`src/sv/ffid_pkg.sv`:
```
// Shared types and constants of the free-fall and impact fall detector.
`default_nettype none

package ffid_pkg;

   // Widths fixed by the sample and register formats.
   localparam int ACCEL_BITS     = 16;
   localparam int ELAPSED_BITS   = 32;
   localparam int CFG_TIME_BITS  = 40;
   localparam int CSR_INDEX_BITS = 3;
   localparam int CSR_DATA_BITS  = 40;

   // Register indexes of the configuration port.
   localparam logic [CSR_INDEX_BITS-1:0] CSR_LOW_LIMIT   = 3'd0;
   localparam logic [CSR_INDEX_BITS-1:0] CSR_HIGH_LIMIT  = 3'd1;
   localparam logic [CSR_INDEX_BITS-1:0] CSR_FF_MIN      = 3'd2;
   localparam logic [CSR_INDEX_BITS-1:0] CSR_FF_REJECT   = 3'd3;
   localparam logic [CSR_INDEX_BITS-1:0] CSR_FALL_WINDOW = 3'd4;

   // Register values after reset.
   localparam logic [ACCEL_BITS-1:0]    LOW_LIMIT_RST   = 16'd96;
   localparam logic [ACCEL_BITS-1:0]    HIGH_LIMIT_RST  = 16'd9600;
   localparam logic [CFG_TIME_BITS-1:0] FF_MIN_RST      = 40'd800000000;
   localparam logic [CFG_TIME_BITS-1:0] FF_REJECT_RST   = 40'd150000000;
   localparam logic [CFG_TIME_BITS-1:0] FALL_WINDOW_RST = 40'd32000000000;

   // Reported detection phase.
   typedef enum logic [1:0] {
      PHASE_INIT     = 2'd0,
      PHASE_FREEFALL = 2'd1,
      PHASE_IMPACT   = 2'd2
   } phase_type;

   // Configuration register set.
   typedef struct packed {
      logic [ACCEL_BITS-1:0]    low_limit;
      logic [ACCEL_BITS-1:0]    high_limit;
      logic [CFG_TIME_BITS-1:0] ff_min;
      logic [CFG_TIME_BITS-1:0] ff_reject;
      logic [CFG_TIME_BITS-1:0] fall_window;
   } cfg_type;

   // Detector flags carried from one sample to the next.
   typedef struct packed {
      logic      ff_timing;
      logic      freefall_seen;
      logic      impact_seen;
      phase_type phase;
   } det_state_type;

endpackage

`default_nettype wire

```
`src/sv/freefall_impact_fall_detector.sv`:
```
// Top level of the free-fall and impact fall detector.
//
// Use: each beat on the req_ channel carries one accelerometer sample
// (instantaneous magnitude, windowed average, nanoseconds since the last
// sample). Each sample yields exactly one beat on the rsp_ channel with the
// detection phase after that sample and a one-sample fall flag.
// An accepted sample's result is registered in the output register, or in
// the skid stage while a stalled result holds it. One sample per cycle is
// taken while req_stall is low; the detector state and both timers update
// in the cycle the sample is taken. The output register is backed by a
// one-entry skid stage, so one more sample is accepted while a result waits
// on a stalled receiver; req_stall rises only while the skid stage is full.
// Registers are written through the csr_ channel, which is always ready;
// write them only while the detector is idle. An index beyond the register
// list is ignored.
// Reset (synchronous) clears the detector state, both timers and both
// result stages, and loads the register defaults.
`default_nettype none

module freefall_impact_fall_detector
   import ffid_pkg::*;
#(
   parameter int TIMER_BITS = 40
) (
   input  wire logic                      clock,
   input  wire logic                      reset,
   // Sample channel.
   input  wire logic                      req_valid,
   output logic                           req_stall,
   input  wire logic [ACCEL_BITS-1:0]     req_inst_accel,
   input  wire logic [ACCEL_BITS-1:0]     req_window_avg,
   input  wire logic [ELAPSED_BITS-1:0]   req_elapsed_ns,
   // Result channel.
   output logic                           rsp_valid,
   input  wire logic                      rsp_stall,
   output logic [1:0]                     rsp_detect_phase,
   output logic                           rsp_fall_detected,
   // Register write channel.
   input  wire logic                      csr_valid,
   output logic                           csr_ready,
   input  wire logic [CSR_INDEX_BITS-1:0] csr_index,
   input  wire logic [CSR_DATA_BITS-1:0]  csr_wdata
);

   cfg_type               cfg_ff;
   det_state_type         state_ff;
   det_state_type         state_in;
   logic [TIMER_BITS-1:0] inner_ff;
   logic [TIMER_BITS-1:0] inner_in;
   logic [TIMER_BITS-1:0] outer_ff;
   logic [TIMER_BITS-1:0] outer_in;
   logic                  fall_in;
   logic                  req_take;
   logic                  rsp_take;
   logic                  out_valid_ff;
   logic [1:0]            out_phase_ff;
   logic                  out_fall_ff;
   logic                  skid_valid_ff;
   logic [1:0]            skid_phase_ff;
   logic                  skid_fall_ff;

   assign csr_ready = 1'b1;

   // Register writes.
   always_ff @(posedge clock) begin
      if (reset) begin
         cfg_ff.low_limit   <= LOW_LIMIT_RST;
         cfg_ff.high_limit  <= HIGH_LIMIT_RST;
         cfg_ff.ff_min      <= FF_MIN_RST;
         cfg_ff.ff_reject   <= FF_REJECT_RST;
         cfg_ff.fall_window <= FALL_WINDOW_RST;
      end else if (csr_valid && csr_ready) begin
         case (csr_index)
            CSR_LOW_LIMIT:   cfg_ff.low_limit   <= csr_wdata[ACCEL_BITS-1:0];
            CSR_HIGH_LIMIT:  cfg_ff.high_limit  <= csr_wdata[ACCEL_BITS-1:0];
            CSR_FF_MIN:      cfg_ff.ff_min      <= csr_wdata[CFG_TIME_BITS-1:0];
            CSR_FF_REJECT:   cfg_ff.ff_reject   <= csr_wdata[CFG_TIME_BITS-1:0];
            CSR_FALL_WINDOW: cfg_ff.fall_window <= csr_wdata[CFG_TIME_BITS-1:0];
            default: ;
         endcase
      end
   end

   // Per-sample detector logic.
   ffid_step #(
      .TIMER_BITS (TIMER_BITS)
   ) u_step (
      .cfg        (cfg_ff),
      .state_q    (state_ff),
      .inner_q    (inner_ff),
      .outer_q    (outer_ff),
      .inst_accel (req_inst_accel),
      .window_avg (req_window_avg),
      .elapsed_ns (req_elapsed_ns),
      .state_d    (state_in),
      .inner_d    (inner_in),
      .outer_d    (outer_in),
      .fall       (fall_in)
   );

   assign req_stall = skid_valid_ff;
   assign req_take  = req_valid && !req_stall;
   assign rsp_take  = out_valid_ff && !rsp_stall;

   // Detector state advances once per accepted beat.
   always_ff @(posedge clock) begin
      if (reset) begin
         state_ff <= '{ff_timing: 1'b0, freefall_seen: 1'b0, impact_seen: 1'b0,
                        phase: PHASE_INIT};
         inner_ff <= '0;
         outer_ff <= '0;
      end else if (req_take) begin
         state_ff <= state_in;
         inner_ff <= inner_in;
         outer_ff <= outer_in;
      end
   end

   // Output register with a one-entry skid stage behind it.
   always_ff @(posedge clock) begin
      if (reset) begin
         out_valid_ff  <= 1'b0;
         skid_valid_ff <= 1'b0;
      end else if (skid_valid_ff) begin
         if (rsp_take) begin
            out_valid_ff  <= 1'b1;
            skid_valid_ff <= 1'b0;
         end
      end else if (req_take) begin
         if (out_valid_ff && !rsp_take) begin
            skid_valid_ff <= 1'b1;
         end else begin
            out_valid_ff <= 1'b1;
         end
      end else if (rsp_take) begin
         out_valid_ff <= 1'b0;
      end
   end

   // Result payloads follow the same moves as the valid bits.
   always_ff @(posedge clock) begin
      if (skid_valid_ff) begin
         if (rsp_take) begin
            out_phase_ff <= skid_phase_ff;
            out_fall_ff  <= skid_fall_ff;
         end
      end else if (req_take) begin
         if (out_valid_ff && !rsp_take) begin
            skid_phase_ff <= state_in.phase;
            skid_fall_ff  <= fall_in;
         end else begin
            out_phase_ff <= state_in.phase;
            out_fall_ff  <= fall_in;
         end
      end
   end

   assign rsp_valid         = out_valid_ff;
   assign rsp_detect_phase  = out_phase_ff;
   assign rsp_fall_detected = out_fall_ff;

endmodule

`default_nettype wire

```
`src/sv/ffid_step.sv`:
```
// Next-state and result logic of the fall detector for one sample.
`default_nettype none

module ffid_step
   import ffid_pkg::*;
#(
   parameter int TIMER_BITS = 40
) (
   input  wire cfg_type                  cfg,
   input  wire det_state_type            state_q,
   input  wire logic [TIMER_BITS-1:0]    inner_q,
   input  wire logic [TIMER_BITS-1:0]    outer_q,
   input  wire logic [ACCEL_BITS-1:0]    inst_accel,
   input  wire logic [ACCEL_BITS-1:0]    window_avg,
   input  wire logic [ELAPSED_BITS-1:0]  elapsed_ns,
   output det_state_type                 state_d,
   output logic [TIMER_BITS-1:0]         inner_d,
   output logic [TIMER_BITS-1:0]         outer_d,
   output logic                          fall
);

   // Comparisons are done at the wider of the timer and register widths.
   localparam int CMP_BITS = (TIMER_BITS > CFG_TIME_BITS) ? TIMER_BITS : CFG_TIME_BITS;
   localparam logic [TIMER_BITS-1:0] TIMER_MAX = {TIMER_BITS{1'b1}};

   logic                  below_low;
   logic                  impact;
   logic [TIMER_BITS-1:0] inner_base;
   logic [TIMER_BITS-1:0] outer_base;
   logic [TIMER_BITS:0]   inner_sum;
   logic [TIMER_BITS:0]   outer_sum;
   logic [TIMER_BITS-1:0] inner_sat;
   logic [TIMER_BITS-1:0] outer_sat;
   logic                  window_over;
   det_state_type         mid;

   // Sample classification against the limits.
   assign below_low = inst_accel < cfg.low_limit;
   // The pending impact is set and consumed by the same sample, so it never
   // outlives a step and needs no register of its own.
   assign impact    = !below_low && state_q.freefall_seen && (inst_accel > cfg.high_limit);

   // A low sample restarts both timers before the elapsed time is added.
   assign inner_base = below_low ? '0 : inner_q;
   assign outer_base = below_low ? '0 : outer_q;

   // Saturating timer adds.
   assign inner_sum = {1'b0, inner_base} + (TIMER_BITS+1)'(elapsed_ns);
   assign outer_sum = {1'b0, outer_base} + (TIMER_BITS+1)'(elapsed_ns);
   assign inner_sat = inner_sum[TIMER_BITS] ? TIMER_MAX : inner_sum[TIMER_BITS-1:0];
   assign outer_sat = outer_sum[TIMER_BITS] ? TIMER_MAX : outer_sum[TIMER_BITS-1:0];

   assign window_over = CMP_BITS'(outer_sat) > CMP_BITS'(cfg.fall_window);

   // Free-fall timing and phase updates before the window check.
   always_comb begin
      mid = state_q;
      if (below_low) begin
         mid.ff_timing = !state_q.ff_timing;
      end
      if (mid.ff_timing) begin
         if ((CMP_BITS'(inner_base) > CMP_BITS'(cfg.ff_min)) &&
             (window_avg < cfg.low_limit)) begin
            mid.phase         = PHASE_FREEFALL;
            mid.freefall_seen = 1'b1;
            mid.ff_timing     = 1'b0;
         end else if ((CMP_BITS'(inner_base) < CMP_BITS'(cfg.ff_reject)) &&
                      (window_avg > cfg.low_limit)) begin
            mid.ff_timing = 1'b0;
         end
      end
      if (impact) begin
         mid.phase       = PHASE_IMPACT;
         mid.impact_seen = 1'b1;
      end
   end

   // Window check: report a fall or expire the window.
   always_comb begin
      state_d = mid;
      outer_d = outer_sat;
      fall    = 1'b0;
      if (!window_over && mid.freefall_seen && mid.impact_seen) begin
         fall              = 1'b1;
         state_d.phase     = PHASE_INIT;
         state_d.ff_timing = 1'b0;
      end else if (window_over) begin
         state_d.phase         = PHASE_INIT;
         state_d.freefall_seen = 1'b0;
         state_d.impact_seen   = 1'b0;
         state_d.ff_timing     = 1'b0;
         outer_d               = '0;
      end
   end

   assign inner_d = inner_sat;

endmodule

`default_nettype wire

```
`config.mk`:
```
export PLATFORM = sky130hd
export DESIGN_NAME = freefall_impact_fall_detector
export DESIGN_NICKNAME = d
export VERILOG_FILES = /design/src/sv/ffid_pkg.sv /design/src/sv/freefall_impact_fall_detector.sv /design/src/sv/ffid_step.sv
export SDC_FILE = /design/constraint.sdc
export NUM_CORES = 1
export LEC_CHECK = 0
export ABC_CLOCK_PERIOD_IN_PS = 7320
export CAP_MARGIN = 25
export CORE_MARGIN = 5
export CORE_UTILIZATION = 60
export CTS_CLUSTER_SIZE = 8
export DETAILED_ROUTE_END_ITERATION = 10
export DONT_BUFFER_PORTS = 1
export PLACE_DENSITY = 0.76
export SLEW_MARGIN = 0
export SYNTH_ARGS = -nofsm -noshare
export SYNTH_HDL_FRONTEND = slang
export SYNTH_SLANG_ARGS = --single-unit
```
`constraint.sdc`:
```
create_clock -name clock -period 7.32 [get_ports clock]
set_input_delay 0.366 -clock clock [delete_from_list [all_inputs] [get_ports clock]]
set_output_delay 0.366 -clock clock [all_outputs]
set_load 0.05 [all_outputs]
```
==> results.md, run 1 <==
* Hold Path Class: in2reg
* Dpl cell area at 0.0176 sq mm
* Post-synthesis sequential area ratio at 28.7%
* Mux contribution to synthesized area at 0.239%
* Initial DRC Count at 1153
* Routed vias/inst at 6.15
* Synth top cells by count: nand2_1, dfxtp_1, ha_1
* Via count at 16106
* Tcrit/Tclk final at 93.2%
* Die width at 180 microns
* Critical Path Sink Type: flip-flop
* Fin nets at ~2600
* Slew Viols, Final at 0
* Reg clk slew, reported paths at 50 ps
* Critical path peak fanout at 25
* Delay-heaviest family, CP: compound AO/OA/AOI/OAI gates
* Clk_skew at roughly 22 ps
* Synthesis warning total at 0
* Fmax at about 150 MHz
* Syn Nets at between 2000 and 3000
* Critical path type: reg2reg
* # DRC at 0
* IO Port Bufs at 0
* Area share of fa/ha/maj cells after synthesis at 16.9%
* Worst path slowest cell: a2111oi_0
* Detail Route Antenna Nets at 0
* Initial antenna violation count at 0
* First-pass GRT wire length at 82100 microns
* Leading post-synthesis cells by cell area: dfxtp_1, ha_1, nand2_1
* Maximum VDD drop at 0.195 mV
* GP Congestion at 0.964
* Post-DR wirelength/cell at roughly 20 microns
* XOR/XNOR Fraction of Synth Area at between 2 and 3%
* Die Ht at 180 microns
* Async set-reset flop share out of synthesis at 0%
* MaxCap Viol Count at 0
* Synth cell types at 97
* GR Overflow Total at 0
* Synth Area per Inst at 7.78 sq um
* Worst Path Required at a little under 8000 ps
* Final Critical Period at between 6000 and 7000 ps
* Final Cell Area at roughly 0.019 sq mm
* TritonCTS Buffers at 36
* Vias in the first global route at 15774
* Hold WS at 12.0 ps
* Crit path buffers/inverters at 3
* Floorplan core area at 0.0285 sq mm
* FP Rows at a little over 60
* Skew-Pair Late Insertion Delay at 510 ps
* Cells after synthesis at 2221
* Hpwl dp at 38000 microns
* Worst path max stage delay at 430 ps
* Ys flop type: dfxtp_1
* Synthesized cell area at 0.0173 sq mm
* Post-synth EDFFs at 6
* Type of origin of the critical path: flip-flop
* Largest net degree at the start of global routing at 163
* Total track usage at 30.7%
* Fin. Hold Viols at 0
* Initial Util at 60.5%
* Synth-to-layout area growth at 10.2%
* Clock sink total at 245
* Least-Margin Pin Slew at 972 ps
* TritonCTS clock tree: built
* Largest family of logic cells by synthesized area: compound AO/OA/AOI/OAI gates
* Top-count cell post-synth: nand2_1
* Simple-Gate Fraction of Synth Area at approximately 22%
* Die ar. at 0.0323 sq mm
* Outcome: finished, final reports clean
* CTS Root Cell: clkbuf_16
* Area share of the largest cell type after synthesis at about 28%
* Compound-gate portion of the synthesized area at 22.7%
* Endpoints failing setup at 0
* Slew HR at approximately a third
* TNS Setup at 0 ps
* Pwr dens at 205 mW/mm^2
* Critical Path AT at 7270 ps
* Unrepaired setup endpoints after global routing: false
* Layout cells sized above 1 at between 5 and 6%
* FF+latch count, synth at between 200 and 250
* Ant. Diodes at 0
* 1st-pass router iterations at 5
* Top cell type by total area after synthesis: dfxtp_1
* Buffer depth of the longest clock path at 3
* Leak at 8.25 nW
* H-tree lvl count at 2
* Drt total wl at just over 50000 microns
* Ports at 118
## metal layers
layer	track usage (%)	up-vias	wire length (microns)
met3	4.99	158	3630
met5	0	-	0
met1	38.5	7520	21600
met2	51.0	624	23600
met4	15.9	0	2960
li1	-	7804	-
## metrics by stage
| stage | power [mW] | cells | setup slack [ps] | util [%] |
|---|---|---|---|---|
| 2_1_floorplan | 2.16 | 2221 | 793 | - |
| 3_3_place_gp | 2.35 | 2529 | 489 | 61.5 |
| 3_5_place_dp | 2.37 | 2529 | 333 | 61.5 |
| 4_1_cts | 3.89 | 2615 | 270 | 66.5 |
| 5_1_grt | 4.08 | 2619 | 6.40 | 66.7 |
| 6_report | 3.90 | 2619 | 500 | 66.7 |
## cell type report
type	count	area, sq um
clock buffer	40	926
inverter	181	679
multi-input combinational	1695	11300
timing repair buffer	72	701
clock inverter	2	25.0
tap	384	480
sequential	245	4960
fill	2428	9490
## cells in the final DEF (no fill, tap or decap), types with 5 or more instances in the layout
master and instances:
o21ai_0 70, nand4_1 33, and3_1 10, a211o_1 10, a31oi_1 18, clkbuf_16 37, o22ai_1 14, dlygate4sd3_1 44
nor2_1 126, nand3b_1 38, nand2b_1 11, inv_1 181, a2111oi_0 8, o21bai_1 10, nor3_1 28, nand2_1 395
a311oi_1 22, xnor2_1 34, a22o_1 32, edfxtp_1 6, a221oi_1 5, and4_1 5, ha_1 230, or3_1 7
a21o_1 51, a211oi_1 21, nand3_1 42, o21a_1 16, nor2b_1 15, a21oi_1 218, o211ai_1 13, buf_4 25
a31o_2 5, o31ai_1 6, or2_2 8, and2_1 75, nor4_1 7, xor2_1 20, dfxtp_1 239
## power by group
group / leakage [nW] / internal (mW) / switching [mW]
registers: 2.00 / 1.41 / 0.0441
logic: 5.78 / 0.389 / 0.582
clock network: 0.466 / 0.883 / 0.590
total: 8.25 / 2.68 / 1.22
## state kept, by name (all words and copies together) (netlist names)
register and cells:
skid_phase_ff 2, cfg_ff 152, rsp_fall_detected 1, inner_ff 40, skid_fall_ff 1, state_ff 5, req_stall 1, outer_ff 40
rsp_valid 1, rsp_detect_phase 2
## cell families (layout without fill, tap and decap cells)
kind of cell	Yosys count	after routing
other	1	1
AO/OA/AOI/OAI	584	584
multiplexers	4	4
flip-flops	245	245
XOR/XNOR	54	54
adder cells (fa/ha/maj)	232	232
buffers and inverters	281	295
AND/OR/NAND/NOR	820	820
## path summary, 6_finish.rpt
path            startpoint           to  slack [ps]  depth (start not counted)
max            cfg_ff[151]  state_ff[4]         500                         28
min reg2reg     cfg_ff[45]   cfg_ff[45]         450                          2
min          csr_wdata[17]   cfg_ff[17]          10                          2
max reg2reg    cfg_ff[151]  state_ff[4]         500                         28
## worst reg2reg max path, delay by kind of cell (launching register included)
family | cells | cell delay [ps]
AO/OA/AOI/OAI | 14 | 3380
AND/OR/NAND/NOR | 7 | 1380
adder cells (fa/ha/maj) | 3 | 970
buffers and inverters | 3 | 540
flip-flops | 1 | 320
XOR/XNOR | 1 | 180
## what timing repair did
item                                    CTS  global route
hold endpoints to repair                188             1
endpoints found under the setup margin    0            41
gates resized for setup                   0             6
setup buffers                             0             2
hold buffers                             44             1
Power figures use the tool's default switching activity.
==> run 2: changes to the inputs <==
--- a/config.mk
+++ b/config.mk
@@ -5,14 +5,14 @@
 export SDC_FILE = /design/constraint.sdc
 export NUM_CORES = 1
 export LEC_CHECK = 0
-export ABC_CLOCK_PERIOD_IN_PS = 7320
+export ABC_CLOCK_PERIOD_IN_PS = 7600
+export BUFFER_PORTS_ARGS = -buffer_cell sky130_fd_sc_hd__clkbuf_2
 export CAP_MARGIN = 25
 export CORE_MARGIN = 5
 export CORE_UTILIZATION = 60
 export CTS_CLUSTER_SIZE = 8
 export DETAILED_ROUTE_END_ITERATION = 10
-export DONT_BUFFER_PORTS = 1
-export PLACE_DENSITY = 0.76
+export PLACE_DENSITY = 0.79
 export SLEW_MARGIN = 0
 export SYNTH_ARGS = -nofsm -noshare
 export SYNTH_HDL_FRONTEND = slang
==> constraint.sdc (replaced) <==
create_clock -name clock -period 7.6 [get_ports clock]
set_input_delay 0.38 -clock clock [delete_from_list [all_inputs] [get_ports clock]]
set_output_delay 0.38 -clock clock [all_outputs]
set_load 0.05 [all_outputs]
==> results.md, run 2 (synthesis gave the netlist of run 1 again) <==
* Dpl cell area at 0.0182 sq mm (+3.4%)
* Critical path peak fanout at 11 (-56%)
* Critical path type: reg2reg
* Worst Path Required at 8010 ps (+240 ps)
* Worst path slowest cell: fa_1
* Skew-Pair Late Insertion Delay at 520 ps (about the same)
* Max reg flops at 152 (unchanged)
* Hold Path Class: in2reg
* Reg2reg end: outer_ff[19]
* Worst path max stage delay at 440 ps (about the same)
* Post-DR wirelength/cell at 18.9 microns (-4.5%)
* Least-Margin Pin Slew at 1010 ps (+36.9 ps)
* Tcrit/Tclk final at 93.7% (+0.51 points)
* Slew Viols, Final at 0 (unchanged)
* Routed vias/inst at 6.09 (-0.89%)
* 1st-pass router iterations at 5 (unchanged)
* Drt total wl at 51000 microns (-1.5%)
* Pwr dens at 201 mW/mm^2 (-2.0%)
* Reg clk slew, reported paths at 50 ps (about the same)
* Final Util at 67.5% (+0.79 points)
* Buffer depth of the longest clock path at 3 (unchanged)
* Initial Util at 60.5% (unchanged)
* Placed Cells at 2646 (+4.6%)
* Setup WS pre-CTS at 143 ps (-190 ps)
* Ant. Diodes at 0 (unchanged)
* Total track usage at 30.3% (-0.42 points)
* Ports at 118 (unchanged)
* HP Start: csr_wdata[39]
* Maximum VDD drop at 0.168 mV (-14%)
* Crit path top cell by count: ha_1
* FP Rows at 62 (unchanged)
* Vias in the first global route at 15867 (+0.59%)
* Hold depth at 3 (+1)
* Hpwl dp at 38600 microns (+1.5%)
* Worst Setup Slack, final at 480 ps (-20.0 ps)
* Clock sink total at 245 (unchanged)
* Most common cell after layout, fill and taps aside: nand2_1
* Die Ht at 180 microns (unchanged)
* Clk_skew at 13.1 ps (-8.59 ps)
* Fin nets at 2651 (+3.0%)
* Design Power at 3.87 mW (-0.82%)
* Final Critical Period at 7120 ps (+300 ps)
* TNS Setup at 0 ps (unchanged)
* GP Congestion at 0.987 (+2.4%)
* Via count at 16456 (+2.2%)
* Fin. Hold Viols at 0 (unchanged)
* Fmax at 140 MHz (-4.2%)
* TritonCTS Buffers at 37 (+2.8%)
* Synth-to-layout area growth at 11.6%
* FF-to-FF Start: cfg_ff[151]
* H-tree lvl count at 2 (unchanged)
* Die width at 180 microns (unchanged)
* CTS Root Cell: clkbuf_16
* Layout cells sized above 1 at 10.5% (+4.9 points)
* Critical Path AT at 7530 ps (+260 ps)
* Type of origin of the critical path: flip-flop
* Detail Route Antenna Nets at 0 (unchanged)
* IO Port Bufs at 116 (+116)
* MaxCap Viol Count at 0 (unchanged)
* Largest net degree at the start of global routing at 100 (-39%)
* Leak at 8.62 nW (+4.5%)
* First-pass GRT wire length at 81600 microns (-0.52%)
* Most frequent cells in the layout: nand2_1, dfxtp_1, ha_1
* R2R Setup Slk at 480 ps (-20 ps)
* Slew HR at 31.0% (-2.5 points)
* Endpoints failing setup at 0 (unchanged)
* GR Overflow Total at 0 (unchanged)
* Reg with most FFs: cfg_ff
* Post-route insts no fill at 2700 (+3.1%)
* TritonCTS clock tree: built
* Floorplan core area at 0.0285 sq mm (unchanged)
* Biggest regs: cfg_ff (152), inner_ff (40), outer_ff (40)
* Initial DRC Count at 1217 (+5.6%)
* Hold EP: cfg_ff[39]
* Final Cell Area at 0.0193 sq mm (+1.2%)
* Outcome: finished, final reports clean
* Initial antenna violation count at 1 (+1)
* Critical Path Sink Type: flip-flop
* R2r worst-path depth at 29 (+3.6%)
* # DRC at 0 (unchanged)
* Die ar. at 0.0323 sq mm (unchanged)
* Hold WS at 115 ps (+103 ps)
-- run 2: cell types whose count changed in the layout (fill, tap and decap cells not counted), sizes merged --
cell and change:
buf +5, clkbuf +119, clkinv +1, dlygate4sd3 -44
-- run 2: worst max-delay path by stage --
stage	start	end	slack (ps)	cells after the start
final	cfg_ff[151]	outer_ff[19]	480	29
after global routing	cfg_ff[151]	outer_ff[35]	-7	29
after CTS	cfg_ff[151]	outer_ff[35]	240	27
after detailed placement	req_inst_accel[15]	outer_ff[36]	140	27
after global placement	req_inst_accel[15]	outer_ff[35]	360	28
after floorplan	req_inst_accel[7]	outer_ff[10]	1060	29
-- run 2: worst max-delay path: cells and delay by family (launching register included) --
| kind | cells | cell delay, ps |
|---|---|---|
| buf+inv | 4 | 550 |
| compound gates | 14 | 3560 |
| xor+xnor | 1 | 190 |
| simple gates | 6 | 1090 |
| fa+ha+maj | 4 | 1290 |
| flops | 1 | 320 |
-- run 2: where the power goes --
group,total (mW),internal [mW],switching (mW)
clock network,1.51,0.916,0.594
logic,0.964,0.383,0.581
registers,1.39,1.36,0.0349
-- run 2: timing repair --
action                                  CTS  global route
endpoints found under the setup margin    0            40
resized for setup                         0             2
setup buffers                             0             6
hold endpoints to repair                  0             0
hold buffers                              0             0
-- run 2: area by class of cell --
cell class              instances  area [sq um]
multi-input cells            1695         11300
fillers                      2472          9270
flip-flops and latches        245          4960
clock buffers                  45           997
repair buffers                147           857
inverters                     181           679
well taps                     384           480
clock inverters                 3          45.0
-- run 2: layer usage --
layer  vias to the layer above  routed length, microns  GRT usage [%]
met5                         -                      13              0
met4                         2                    2630           13.9
met3                       134                    3200           3.42
met2                       607                   23600           50.1
met1                      7742                   21500           39.8
li1                       7971                       -              -
